**src/p2n_pkg.sv**
```systemverilog
// ----------------------------------------------------------------------------
// p2n_pkg - shared types and constants of the pitch-to-note stabilizer
// Word types, register codes, sequencer states and the semitone edge table.
// ----------------------------------------------------------------------------
package p2n_pkg;

	localparam int FREQ_FRAC_BITS = 4;
	localparam int MAX_NOTE       = 127;

	localparam int FREQ_W     = 20;
	localparam int NOTE_W     = 7;
	localparam int RAW_W      = 8;
	localparam int VEL_W      = 7;
	localparam int EDGE_W     = 26;
	localparam int LHS_SHIFT  = 22;
	// widest boundary: 26-bit edge shifted by 21 octaves plus the fraction bits
	localparam int CMP_W      = EDGE_W + 21 + FREQ_FRAC_BITS + 1;
	localparam int CFG_IDX_W  = 3;
	localparam int CFG_DATA_W = 16;

	typedef struct packed {
		logic                 pitch_found;
		logic [15:0]          signal_level;
		logic [15:0]          pitch_confidence;
		logic [FREQ_W-1:0]    pitch_frequency;
	} in_word_t;

	typedef struct packed {
		logic                 event_kind;
		logic [NOTE_W-1:0]    note_number;
		logic [VEL_W-1:0]     event_velocity;
		logic                 last_event;
	} out_word_t;

	typedef enum logic [CFG_IDX_W-1:0] {
		REG_GATE_THRESHOLD = 3'd0,
		REG_MIN_CONFIDENCE = 3'd1,
		REG_TRANSPOSE      = 3'd2,
		REG_NOTE_VELOCITY  = 3'd3,
		REG_HOLD_BLOCKS    = 3'd4
	} cfg_reg_t;

	typedef enum logic [1:0] {
		ST_IDLE,
		ST_SEARCH,
		ST_DECIDE
	} seq_state_t;

	localparam logic EV_NOTE_OFF = 1'b0;
	localparam logic EV_NOTE_ON  = 1'b1;

	typedef struct packed {
		logic busy;
		logic done;
	} srch_stat_t;

	// ceil(edge * 65536) of the lower boundaries of notes 69..80
	function automatic logic [EDGE_W-1:0] edge_value(input logic [3:0] idx);
		logic [EDGE_W-1:0] v;
		unique case (idx)
			4'd0:    v = 26'd28014940;
			4'd1:    v = 26'd29680795;
			4'd2:    v = 26'd31445707;
			4'd3:    v = 26'd33315566;
			4'd4:    v = 26'd35296613;
			4'd5:    v = 26'd37395458;
			4'd6:    v = 26'd39619108;
			4'd7:    v = 26'd41974983;
			4'd8:    v = 26'd44470945;
			4'd9:    v = 26'd47115325;
			4'd10:   v = 26'd49916948;
			4'd11:   v = 26'd52885164;
			default: v = '0;
		endcase
		return v;
	endfunction

endpackage

```
**src/p2n_search.sv**
```systemverilog
// ----------------------------------------------------------------------------
// p2n_search - binary search for the raw note of a frequency
// One boundary compare per cycle while busy, from start until done.
// ----------------------------------------------------------------------------
module p2n_search (
	input  logic                         clk,
	input  logic                         arst_n,
	input  logic                         start,
	input  logic [p2n_pkg::FREQ_W-1:0]   freq,
	output p2n_pkg::srch_stat_t          stat,
	output logic [p2n_pkg::RAW_W-1:0]    raw_note
);

	logic                          busy_q;
	logic                          done_q;
	logic [p2n_pkg::RAW_W-1:0]     bit_q;
	logic [p2n_pkg::RAW_W-1:0]     lo_q;
	logic [p2n_pkg::FREQ_W-1:0]    freq_q;

	logic [p2n_pkg::RAW_W-1:0]     probe;
	logic [8:0]                    m;
	logic [15:0]                   prod;
	logic [4:0]                    octave;
	logic [8:0]                    rem9;
	logic [5:0]                    shamt;
	logic [p2n_pkg::CMP_W-1:0]     lhs;
	logic [p2n_pkg::CMP_W-1:0]     rhs;
	logic                          ge;

	// boundary index m = k + 3 split into octave m/12 and semitone m%12
	always_comb begin
		probe  = lo_q | bit_q;
		m      = {1'b0, probe} + 9'd3;
		prod   = {7'd0, m} * 16'd171;
		octave = prod[15:11];
		rem9   = m - ({1'b0, octave, 3'b000} + {2'b00, octave, 2'b00});
		shamt  = {1'b0, octave} + 6'(p2n_pkg::FREQ_FRAC_BITS);
		lhs    = p2n_pkg::CMP_W'(freq_q) << p2n_pkg::LHS_SHIFT;
		rhs    = p2n_pkg::CMP_W'(p2n_pkg::edge_value(rem9[3:0])) << shamt;
		ge     = lhs >= rhs;
	end

	always_ff @(posedge clk or negedge arst_n) begin
		if (!arst_n) begin
			busy_q <= 1'b0;
			done_q <= 1'b0;
			bit_q  <= '0;
			lo_q   <= '0;
			freq_q <= '0;
		end else begin
			done_q <= 1'b0;
			if (start) begin
				freq_q <= freq;
				lo_q   <= '0;
				bit_q  <= {1'b1, {(p2n_pkg::RAW_W-1){1'b0}}};
				busy_q <= 1'b1;
			end else if (busy_q) begin
				if (ge) begin
					lo_q <= probe;
				end
				bit_q <= bit_q >> 1;
				if (bit_q[0]) begin
					busy_q <= 1'b0;
					done_q <= 1'b1;
				end
			end
		end
	end

	assign stat.busy = busy_q;
	assign stat.done = done_q;
	assign raw_note  = lo_q;

endmodule

```
**src/pitch_to_note_event_stabilizer.sv**
```systemverilog
// ----------------------------------------------------------------------------
// pitch_to_note_event_stabilizer - pitch reports in, note-off/note-on out
// Gates each report, maps its frequency to a note, holds the candidate for
// the configured number of reports and emits the resulting events.
// ----------------------------------------------------------------------------
//
//  channel | direction | handshake             | word
//  --------+-----------+-----------------------+-------------------------------
//  in      | input     | in_valid / in_ready   | in_data   (p2n_pkg::in_word_t)
//  out     | output    | out_valid / out_ready | out_data  (p2n_pkg::out_word_t)
//  cfg     | input     | cfg_valid / cfg_ready | cfg_index, cfg_data
//
//  Sequence: one report occupies the block through the accept cycle, the
//  boundary compares in the search unit, its done cycle and the decide
//  cycle. Its events are loaded at the decide step and then leave at one
//  word a cycle while out_ready is high.
//  Reset: arst_n clears the sequencer, the event buffer and all note state;
//  registers return to their reset values.
//  Stalls: the next report is accepted while earlier events still wait;
//  the decide step holds until the event buffer is empty.
//  cfg_ready is always high.
//
module pitch_to_note_event_stabilizer (
	input  logic                              clk,
	input  logic                              arst_n,
	input  logic                              in_valid,
	output logic                              in_ready,
	input  p2n_pkg::in_word_t                 in_data,
	output logic                              out_valid,
	input  logic                              out_ready,
	output p2n_pkg::out_word_t                out_data,
	input  logic                              cfg_valid,
	output logic                              cfg_ready,
	input  logic [p2n_pkg::CFG_IDX_W-1:0]     cfg_index,
	input  logic [p2n_pkg::CFG_DATA_W-1:0]    cfg_data
);

	// configuration registers
	logic [12:0]                   gate_thr_q;
	logic [15:0]                   min_conf_q;
	logic [5:0]                    transpose_q;
	logic [p2n_pkg::VEL_W-1:0]     velocity_q;
	logic [3:0]                    hold_q;

	// note state
	logic                          act_valid_q;
	logic [p2n_pkg::NOTE_W-1:0]    act_note_q;
	logic                          cand_valid_q;
	logic [p2n_pkg::NOTE_W-1:0]    cand_note_q;
	logic [3:0]                    stable_cnt_q;
	logic                          gate_ok_q;

	// sequencer
	p2n_pkg::seq_state_t           state_q;
	p2n_pkg::seq_state_t           state_d;
	logic                          in_fire;
	logic                          decide_fire;

	// event buffer, slot 0 drives the output
	p2n_pkg::out_word_t            slot0_q;
	p2n_pkg::out_word_t            slot1_q;
	logic [1:0]                    out_cnt_q;

	// search unit
	p2n_pkg::srch_stat_t           srch_stat;
	logic [p2n_pkg::RAW_W-1:0]     raw_note;

	// decide path
	logic [9:0]                    note_sum;
	logic [p2n_pkg::NOTE_W-1:0]    next_note;
	logic                          next_valid;
	logic                          same;
	logic [3:0]                    cnt_new;
	logic                          cand_v_new;
	logic [p2n_pkg::NOTE_W-1:0]    cand_n_new;
	logic                          acc_valid;
	logic [p2n_pkg::NOTE_W-1:0]    acc_note;
	logic                          change;
	p2n_pkg::out_word_t            ev_off;
	p2n_pkg::out_word_t            ev_on;

	p2n_search u_search (
		.clk      (clk),
		.arst_n   (arst_n),
		.start    (in_fire),
		.freq     (in_data.pitch_frequency),
		.stat     (srch_stat),
		.raw_note (raw_note)
	);

	// ---------------------------------------------------------------- config
	assign cfg_ready = 1'b1;

	always_ff @(posedge clk or negedge arst_n) begin
		if (!arst_n) begin
			gate_thr_q  <= 13'd786;
			min_conf_q  <= 16'd47186;
			transpose_q <= 6'd0;
			velocity_q  <= 7'd96;
			hold_q      <= 4'd3;
		end else if (cfg_valid) begin
			unique case (p2n_pkg::cfg_reg_t'(cfg_index))
				p2n_pkg::REG_GATE_THRESHOLD: gate_thr_q  <= cfg_data[12:0];
				p2n_pkg::REG_MIN_CONFIDENCE: min_conf_q  <= cfg_data;
				p2n_pkg::REG_TRANSPOSE:      transpose_q <= cfg_data[5:0];
				p2n_pkg::REG_NOTE_VELOCITY:  velocity_q  <= cfg_data[6:0];
				p2n_pkg::REG_HOLD_BLOCKS:    hold_q      <= cfg_data[3:0];
				default: ;
			endcase
		end
	end

	// ------------------------------------------------------------- sequencer
	always_ff @(posedge clk or negedge arst_n) begin
		if (!arst_n) begin
			state_q <= p2n_pkg::ST_IDLE;
		end else begin
			state_q <= state_d;
		end
	end

	always_comb begin
		state_d     = state_q;
		in_ready    = 1'b0;
		decide_fire = 1'b0;
		unique case (state_q)
			p2n_pkg::ST_IDLE: begin
				in_ready = 1'b1;
				if (in_valid) begin
					state_d = p2n_pkg::ST_SEARCH;
				end
			end
			p2n_pkg::ST_SEARCH: begin
				if (srch_stat.done) begin
					state_d = p2n_pkg::ST_DECIDE;
				end
			end
			p2n_pkg::ST_DECIDE: begin
				// hold until every event of the previous report has left
				if (out_cnt_q == 2'd0) begin
					decide_fire = 1'b1;
					state_d     = p2n_pkg::ST_IDLE;
				end
			end
			default: state_d = p2n_pkg::ST_IDLE;
		endcase
	end

	assign in_fire = in_valid && in_ready;

	// latch the gate decision with the report; the user must keep registers stable while busy (not enforced)
	always_ff @(posedge clk or negedge arst_n) begin
		if (!arst_n) begin
			gate_ok_q <= 1'b0;
		end else if (in_fire) begin
			gate_ok_q <= in_data.pitch_found
				&& (in_data.signal_level >= {3'b000, gate_thr_q})
				&& (in_data.pitch_confidence >= min_conf_q);
		end
	end

	// ----------------------------------------------------------- decide path
	always_comb begin
		// raw note plus sign-extended transpose, clamped to the note range
		note_sum = {2'b00, raw_note} + {{4{transpose_q[5]}}, transpose_q};
		if (note_sum[9]) begin
			next_note = '0;
		end else if (note_sum[8:0] > 9'(p2n_pkg::MAX_NOTE)) begin
			next_note = p2n_pkg::NOTE_W'(p2n_pkg::MAX_NOTE);
		end else begin
			next_note = note_sum[6:0];
		end
		next_valid = gate_ok_q;
		if (!next_valid) begin
			next_note = '0;
		end

		// advance or restart the stability count
		same = (next_valid == cand_valid_q) && (!next_valid || next_note == cand_note_q);
		if (same) begin
			cnt_new    = (stable_cnt_q == 4'd15) ? 4'd15 : stable_cnt_q + 4'd1;
			cand_v_new = cand_valid_q;
			cand_n_new = cand_note_q;
		end else begin
			cnt_new    = 4'd1;
			cand_v_new = next_valid;
			cand_n_new = next_note;
		end

		if (cnt_new >= hold_q) begin
			acc_valid = cand_v_new;
			acc_note  = cand_n_new;
		end else begin
			acc_valid = act_valid_q;
			acc_note  = act_note_q;
		end
		change = (acc_valid != act_valid_q) || (acc_valid && acc_note != act_note_q);

		ev_off.event_kind     = p2n_pkg::EV_NOTE_OFF;
		ev_off.note_number    = act_note_q;
		ev_off.event_velocity = '0;
		ev_off.last_event     = !acc_valid;

		ev_on.event_kind      = p2n_pkg::EV_NOTE_ON;
		ev_on.note_number     = acc_note;
		ev_on.event_velocity  = velocity_q;
		ev_on.last_event      = 1'b1;
	end

	always_ff @(posedge clk or negedge arst_n) begin
		if (!arst_n) begin
			act_valid_q  <= 1'b0;
			act_note_q   <= '0;
			cand_valid_q <= 1'b0;
			cand_note_q  <= '0;
			stable_cnt_q <= '0;
		end else if (decide_fire) begin
			cand_valid_q <= cand_v_new;
			cand_note_q  <= cand_n_new;
			stable_cnt_q <= cnt_new;
			if (change) begin
				act_valid_q <= acc_valid;
				act_note_q  <= acc_valid ? acc_note : '0;
			end
		end
	end

	// ---------------------------------------------------------- event buffer
	always_ff @(posedge clk or negedge arst_n) begin
		if (!arst_n) begin
			out_cnt_q <= 2'd0;
		end else if (decide_fire) begin
			// buffer is empty here: load off then on, off alone, or on alone
			if (change) begin
				out_cnt_q <= {1'b0, act_valid_q} + {1'b0, acc_valid};
			end
		end else if (out_valid && out_ready) begin
			out_cnt_q <= out_cnt_q - 2'd1;
		end
	end

	always_ff @(posedge clk) begin
		if (decide_fire) begin
			if (act_valid_q) begin
				slot0_q <= ev_off;
				slot1_q <= ev_on;
			end else begin
				slot0_q <= ev_on;
				slot1_q <= ev_on;
			end
		end else if (out_valid && out_ready) begin
			// advance the second word into the output slot
			slot0_q <= slot1_q;
		end
	end

	assign out_valid = out_cnt_q != 2'd0;
	assign out_data  = slot0_q;

	// ------------------------------------------------------------ assertions
	a_cnt_range: assert property (@(posedge clk) disable iff (!arst_n)
		out_cnt_q != 2'd3)
		else $error("event buffer count out of range");

	a_on_is_last: assert property (@(posedge clk) disable iff (!arst_n)
		out_valid && out_data.event_kind == p2n_pkg::EV_NOTE_ON |-> out_data.last_event)
		else $error("note-on word not marked last");

	a_off_zero_vel: assert property (@(posedge clk) disable iff (!arst_n)
		out_valid && out_data.event_kind == p2n_pkg::EV_NOTE_OFF
			|-> out_data.event_velocity == '0)
		else $error("note-off word with nonzero velocity");

	a_done_in_search: assert property (@(posedge clk) disable iff (!arst_n)
		srch_stat.done |-> state_q == p2n_pkg::ST_SEARCH)
		else $error("search finished outside the search state");

	a_silence_note: assert property (@(posedge clk) disable iff (!arst_n)
		!act_valid_q |-> act_note_q == '0)
		else $error("silent active note register not cleared");

endmodule
```
**config.mk**
```make
export PLATFORM = sky130hd
export DESIGN_NAME = pitch_to_note_event_stabilizer
export DESIGN_NICKNAME = d
export VERILOG_FILES = /design/src/p2n_pkg.sv /design/src/p2n_search.sv /design/src/pitch_to_note_event_stabilizer.sv
export SDC_FILE = /design/constraint.sdc
export NUM_CORES = 1
export LEC_CHECK = 0
export ABC_AREA = 0
export BUFFER_PORTS_ARGS = -buffer_cell sky130_fd_sc_hd__buf_4
export CAP_MARGIN = 25
export CORE_MARGIN = 8
export CORE_UTILIZATION = 40
export DETAILED_ROUTE_END_ITERATION = 10
export PLACE_DENSITY = 0.69
export SYNTH_ARGS = -nofsm -noshare
export SYNTH_HDL_FRONTEND = slang
export SYNTH_SLANG_ARGS = --single-unit
```
**constraint.sdc**
```tcl
create_clock -name clk -period 27.2 [get_ports clk]
set_clock_uncertainty 0.1 [all_clocks]
set_input_delay 5.44 -clock clk [delete_from_list [all_inputs] [get_ports clk]]
set_output_delay 5.44 -clock clk [all_outputs]
set_load 0.05 [all_outputs]
```
==> impl_metrics.csv <==
group,metric,value,unit
run_status,status,"complete, no violations",
worst_setup_path,slowest_delay,0.82,ns
placement,place_hpwl,27860,um
synth,syn_inst,1478,
global_routing,grt_pass1_wl,60040,um
synth,synth-seq-cells,139,
cts,cts_sinks,139,
worst_setup_path,cp_max_fo,26,
sta,setup-tns-final,0,ns
synth,synth_area_leaders,"dfrtp_1 19%, ha_1 11%, edfxtp_1 7.2%",
routing,wl,37530,um
synth,synth.distinct_cells,108,
cts,clk_latency,0.42,ns
cells_and_area,fin_nets,1736,
hold_path,min_to,"slot1_q[4]",
synth,synth_edf_count,30,
synth,yosysTopAreaCell,"dfrtp_1",
synth,synth_flop_cell,"dfrtp_1",
routing,vias_per_cell,5.933,
cts,cts_max_path_buffers,2,
die,initial_utilization,0.4073,
routing,routed-wl-met2,18190,um
global_routing,antenna_found_initial,0,
worst_setup_path,start_kind,"register",
routing,wl_per_cell,19.34,um
die,io_pins,96,
synth,syn_avg_cell_area,8.474,sq um
routing,vias,11520,
synth,syn_area,0.01252,sq mm
worst_setup_path,r2r-start,"u_search.raw_note[1]",
synth,yosys.area.top_type_share,0.1878,
cts,clk_pin_slew,0.06,ns
cts,ctsResizeCount,0,
die,row_count,64,
hold_path,min_path_cells,0,
synth,ys_async_sr_fraction,0.7842,
die,core-area,0.03075,sq mm
sta,max_slew_margin,0.2924,
cts,clock-root-buffer,"clkbuf_16",
cts,htreeDepth,4,
global_routing,grt_pass1_vias,11210,
hold_path,holdCritPathClass,"reg2reg",
worst_setup_path,worst_path_most_repeated_cell,"inv_1",
sta,worstMarginPinSlew,1.060,ns
sta,slew_violations,0,
cts,cts_buffers,17,
sta,layout_worst_path_cycle_share,0.4765,
placement,port_buffers,94,
worst_setup_path,cp.required,27.41,ns
die,die_area,0.03723,sq mm
placement,gp_congestion,0.9841,
routing,drtIter0Drc,1170,
global_routing,grt_overflow,0,
cells_and_area,layout_commonest_cell,"nand2_1",
die,die_x,193.0,um
routing,met1_length,16260,um
worst_setup_path,r2r-end,"u_search.raw_note[1]",
global_routing,grt_use_total,0.2008,
cts,tritoncts,"built",
cells_and_area,n_antenna_cell,0,
routing,routed-wl-met3,2002,um
sta,fmaxAchievable,0.07716,GHz
worst_setup_path,end_kind,"register",
worst_setup_path,rrSetupSlack,14.24,ns
sta,grt_setup_unrepaired,"false",
routing,detail-route-antenna-nets,0,
sta,hold_viol_final,0,
cts,cts_setup_buffers,0,
cells_and_area,area_delta_synth_final,13.53,%
synth,syn_nets,1682,
hold_path,hp-start,"velocity_q[3]",
routing,dr.pass1.iters,6,
cells_and_area,drive_gt1_frac,0.1515,
sta,min_period,12.96,ns
worst_setup_path,arrival,13.17,ns
synth,yosysSeqAreaShare,0.2912,
routing,drcViolationCount,0,
routing,routed.top_layer,"met4",
worst_setup_path,critical_path_class,"reg2reg",
worst_setup_path,cp_slowest_cell,"or4_1",
die,fp.dieH,193.0,um
worst_setup_path,r2r_cells,43,
global_routing,grt_max_degree,75,
cts,holdBufCountCts,0,
synth,synth_warnings,0,
cells_and_area,layout_common_cells,"216 x nand2_1, 117 x buf_4, 116 x nor2_1",
cells_and_area,filler_cell_count,2935,
flow_run,cap_violations,0,
sta,setup_viol,0,
-- per-layer routing --
metal  GRT usage  vias to the layer above
met2      0.3418                      411
li1            -                     5522
met3     0.02806                       86
met4     0.07219                        0
met5           0                        -
met1      0.2578                     5497
-- cells by family after synthesis --
family	share of synthesized area
other	0.0002994
adder cells (fa/ha/maj)	0.1359
AND/OR/NAND/NOR	0.1762
AO/OA/AOI/OAI	0.2584
XOR/XNOR	0.02597
multiplexers	0.05425
buffers and inverters	0.05774
flip-flops	0.2912
-- synth_stat cells (8+ instances only) --
library cell / number
o21a_1: 10
ha_1: 112
o2111ai_1: 10
nand4_1: 12
or2_2: 8
dfstp_2: 15
nand2_1: 216
buf_1: 8
nor2_1: 116
o21ai_1: 14
buf_2: 10
nor3_1: 28
a211oi_1: 17
o21ai_0: 101
edfxtp_1: 30
a21o_1: 27
xnor2_1: 26
o211ai_1: 26
nor4_1: 10
fa_1: 15
nand3b_1: 10
dfrtp_1: 94
a22o_1: 17
nand2b_1: 10
o31ai_1: 8
nor2b_1: 8
a31oi_1: 10
a21oi_1: 73
inv_1: 93
nand3_1: 28
mux2_2: 20
o221ai_1: 9
mux2i_1: 44
o22ai_1: 14
a22oi_1: 14
clkbuf_1: 58
a221oi_1: 8
-- state kept, by name (all words and copies together) (netlist names), 2 cells and up --
signal	count
u_search.freq_q	20
slot1_q	14
cand_note_q	7
hold_q	4
u_search.raw_note	8
u_search.bit_q	8
stable_cnt_q	4
gate_thr_q	13
state_q	2
out_data	16
min_conf_q	16
transpose_q	6
velocity_q	7
out_cnt_q	2
act_note_q	7
-- stage by stage --
| stage | hold WS, ns | utilization | setup WS (ns) | cell area, sq um | cells |
|---|---|---|---|---|---|
| 2_1_floorplan | 0.3413 | - | 17.15 | 12520 | 1478 |
| 3_3_place_gp | 0.3572 | 0.4418 | 14.70 | 13580 | 1906 |
| 3_5_place_dp | 0.3609 | 0.4420 | 14.47 | 13590 | 1907 |
| 4_1_cts | 0.3735 | 0.4613 | 14.33 | 14180 | 1939 |
| 5_1_grt | 0.3968 | 0.4624 | 13.35 | 14220 | 1941 |
| 6_report | 0.3761 | 0.4624 | 14.24 | 14220 | 1941 |
-- how the worst max path moves through the flow --
stage                    startpoint                   end  slack, ns  cells past startpoint
2_1_floorplan  u_search.raw_note[1]  u_search.raw_note[0]      17.15                     48
3_3_place_gp   u_search.raw_note[1]  u_search.raw_note[7]      14.70                     37
3_5_place_dp   u_search.raw_note[1]  u_search.raw_note[1]      14.47                     43
4_1_cts        u_search.raw_note[1]  u_search.raw_note[1]      14.33                     43
5_1_grt        u_search.raw_note[1]  u_search.raw_note[1]      13.35                     43
6_report       u_search.raw_note[1]  u_search.raw_note[1]      14.24                     43
-- critical path, delay by kind of cell, from the launching register on --
family	cells	cell delay (ns)
xor gates and xnor gates	1	0.17
buffers and inverters	5	1.07
AOI/OAI and AO/OA	18	4.92
DFF	1	0.50
muxes	1	0.30
and+or+nand+nor	12	3.24
adders and majority gates	6	2.52
-- area by class of cell --
type / instances / area [sq um] / share of cell area
inverters: 97 / 364.1 / 0.02561
well taps: 396 / 495.5 / 0.03485
flip-flops and latches: 139 / 3647 / 0.2565
clock inverters: 12 / 135.1 / 0.009504
multi-input cells: 1159 / 8214 / 0.5777
clock buffers: 20 / 456.7 / 0.03212
repair buffers: 118 / 905.9 / 0.06371
Power is left out: the tool's default activity adds up to more than one toggle a clock period on the data nets, which glitch-free logic cannot reach.
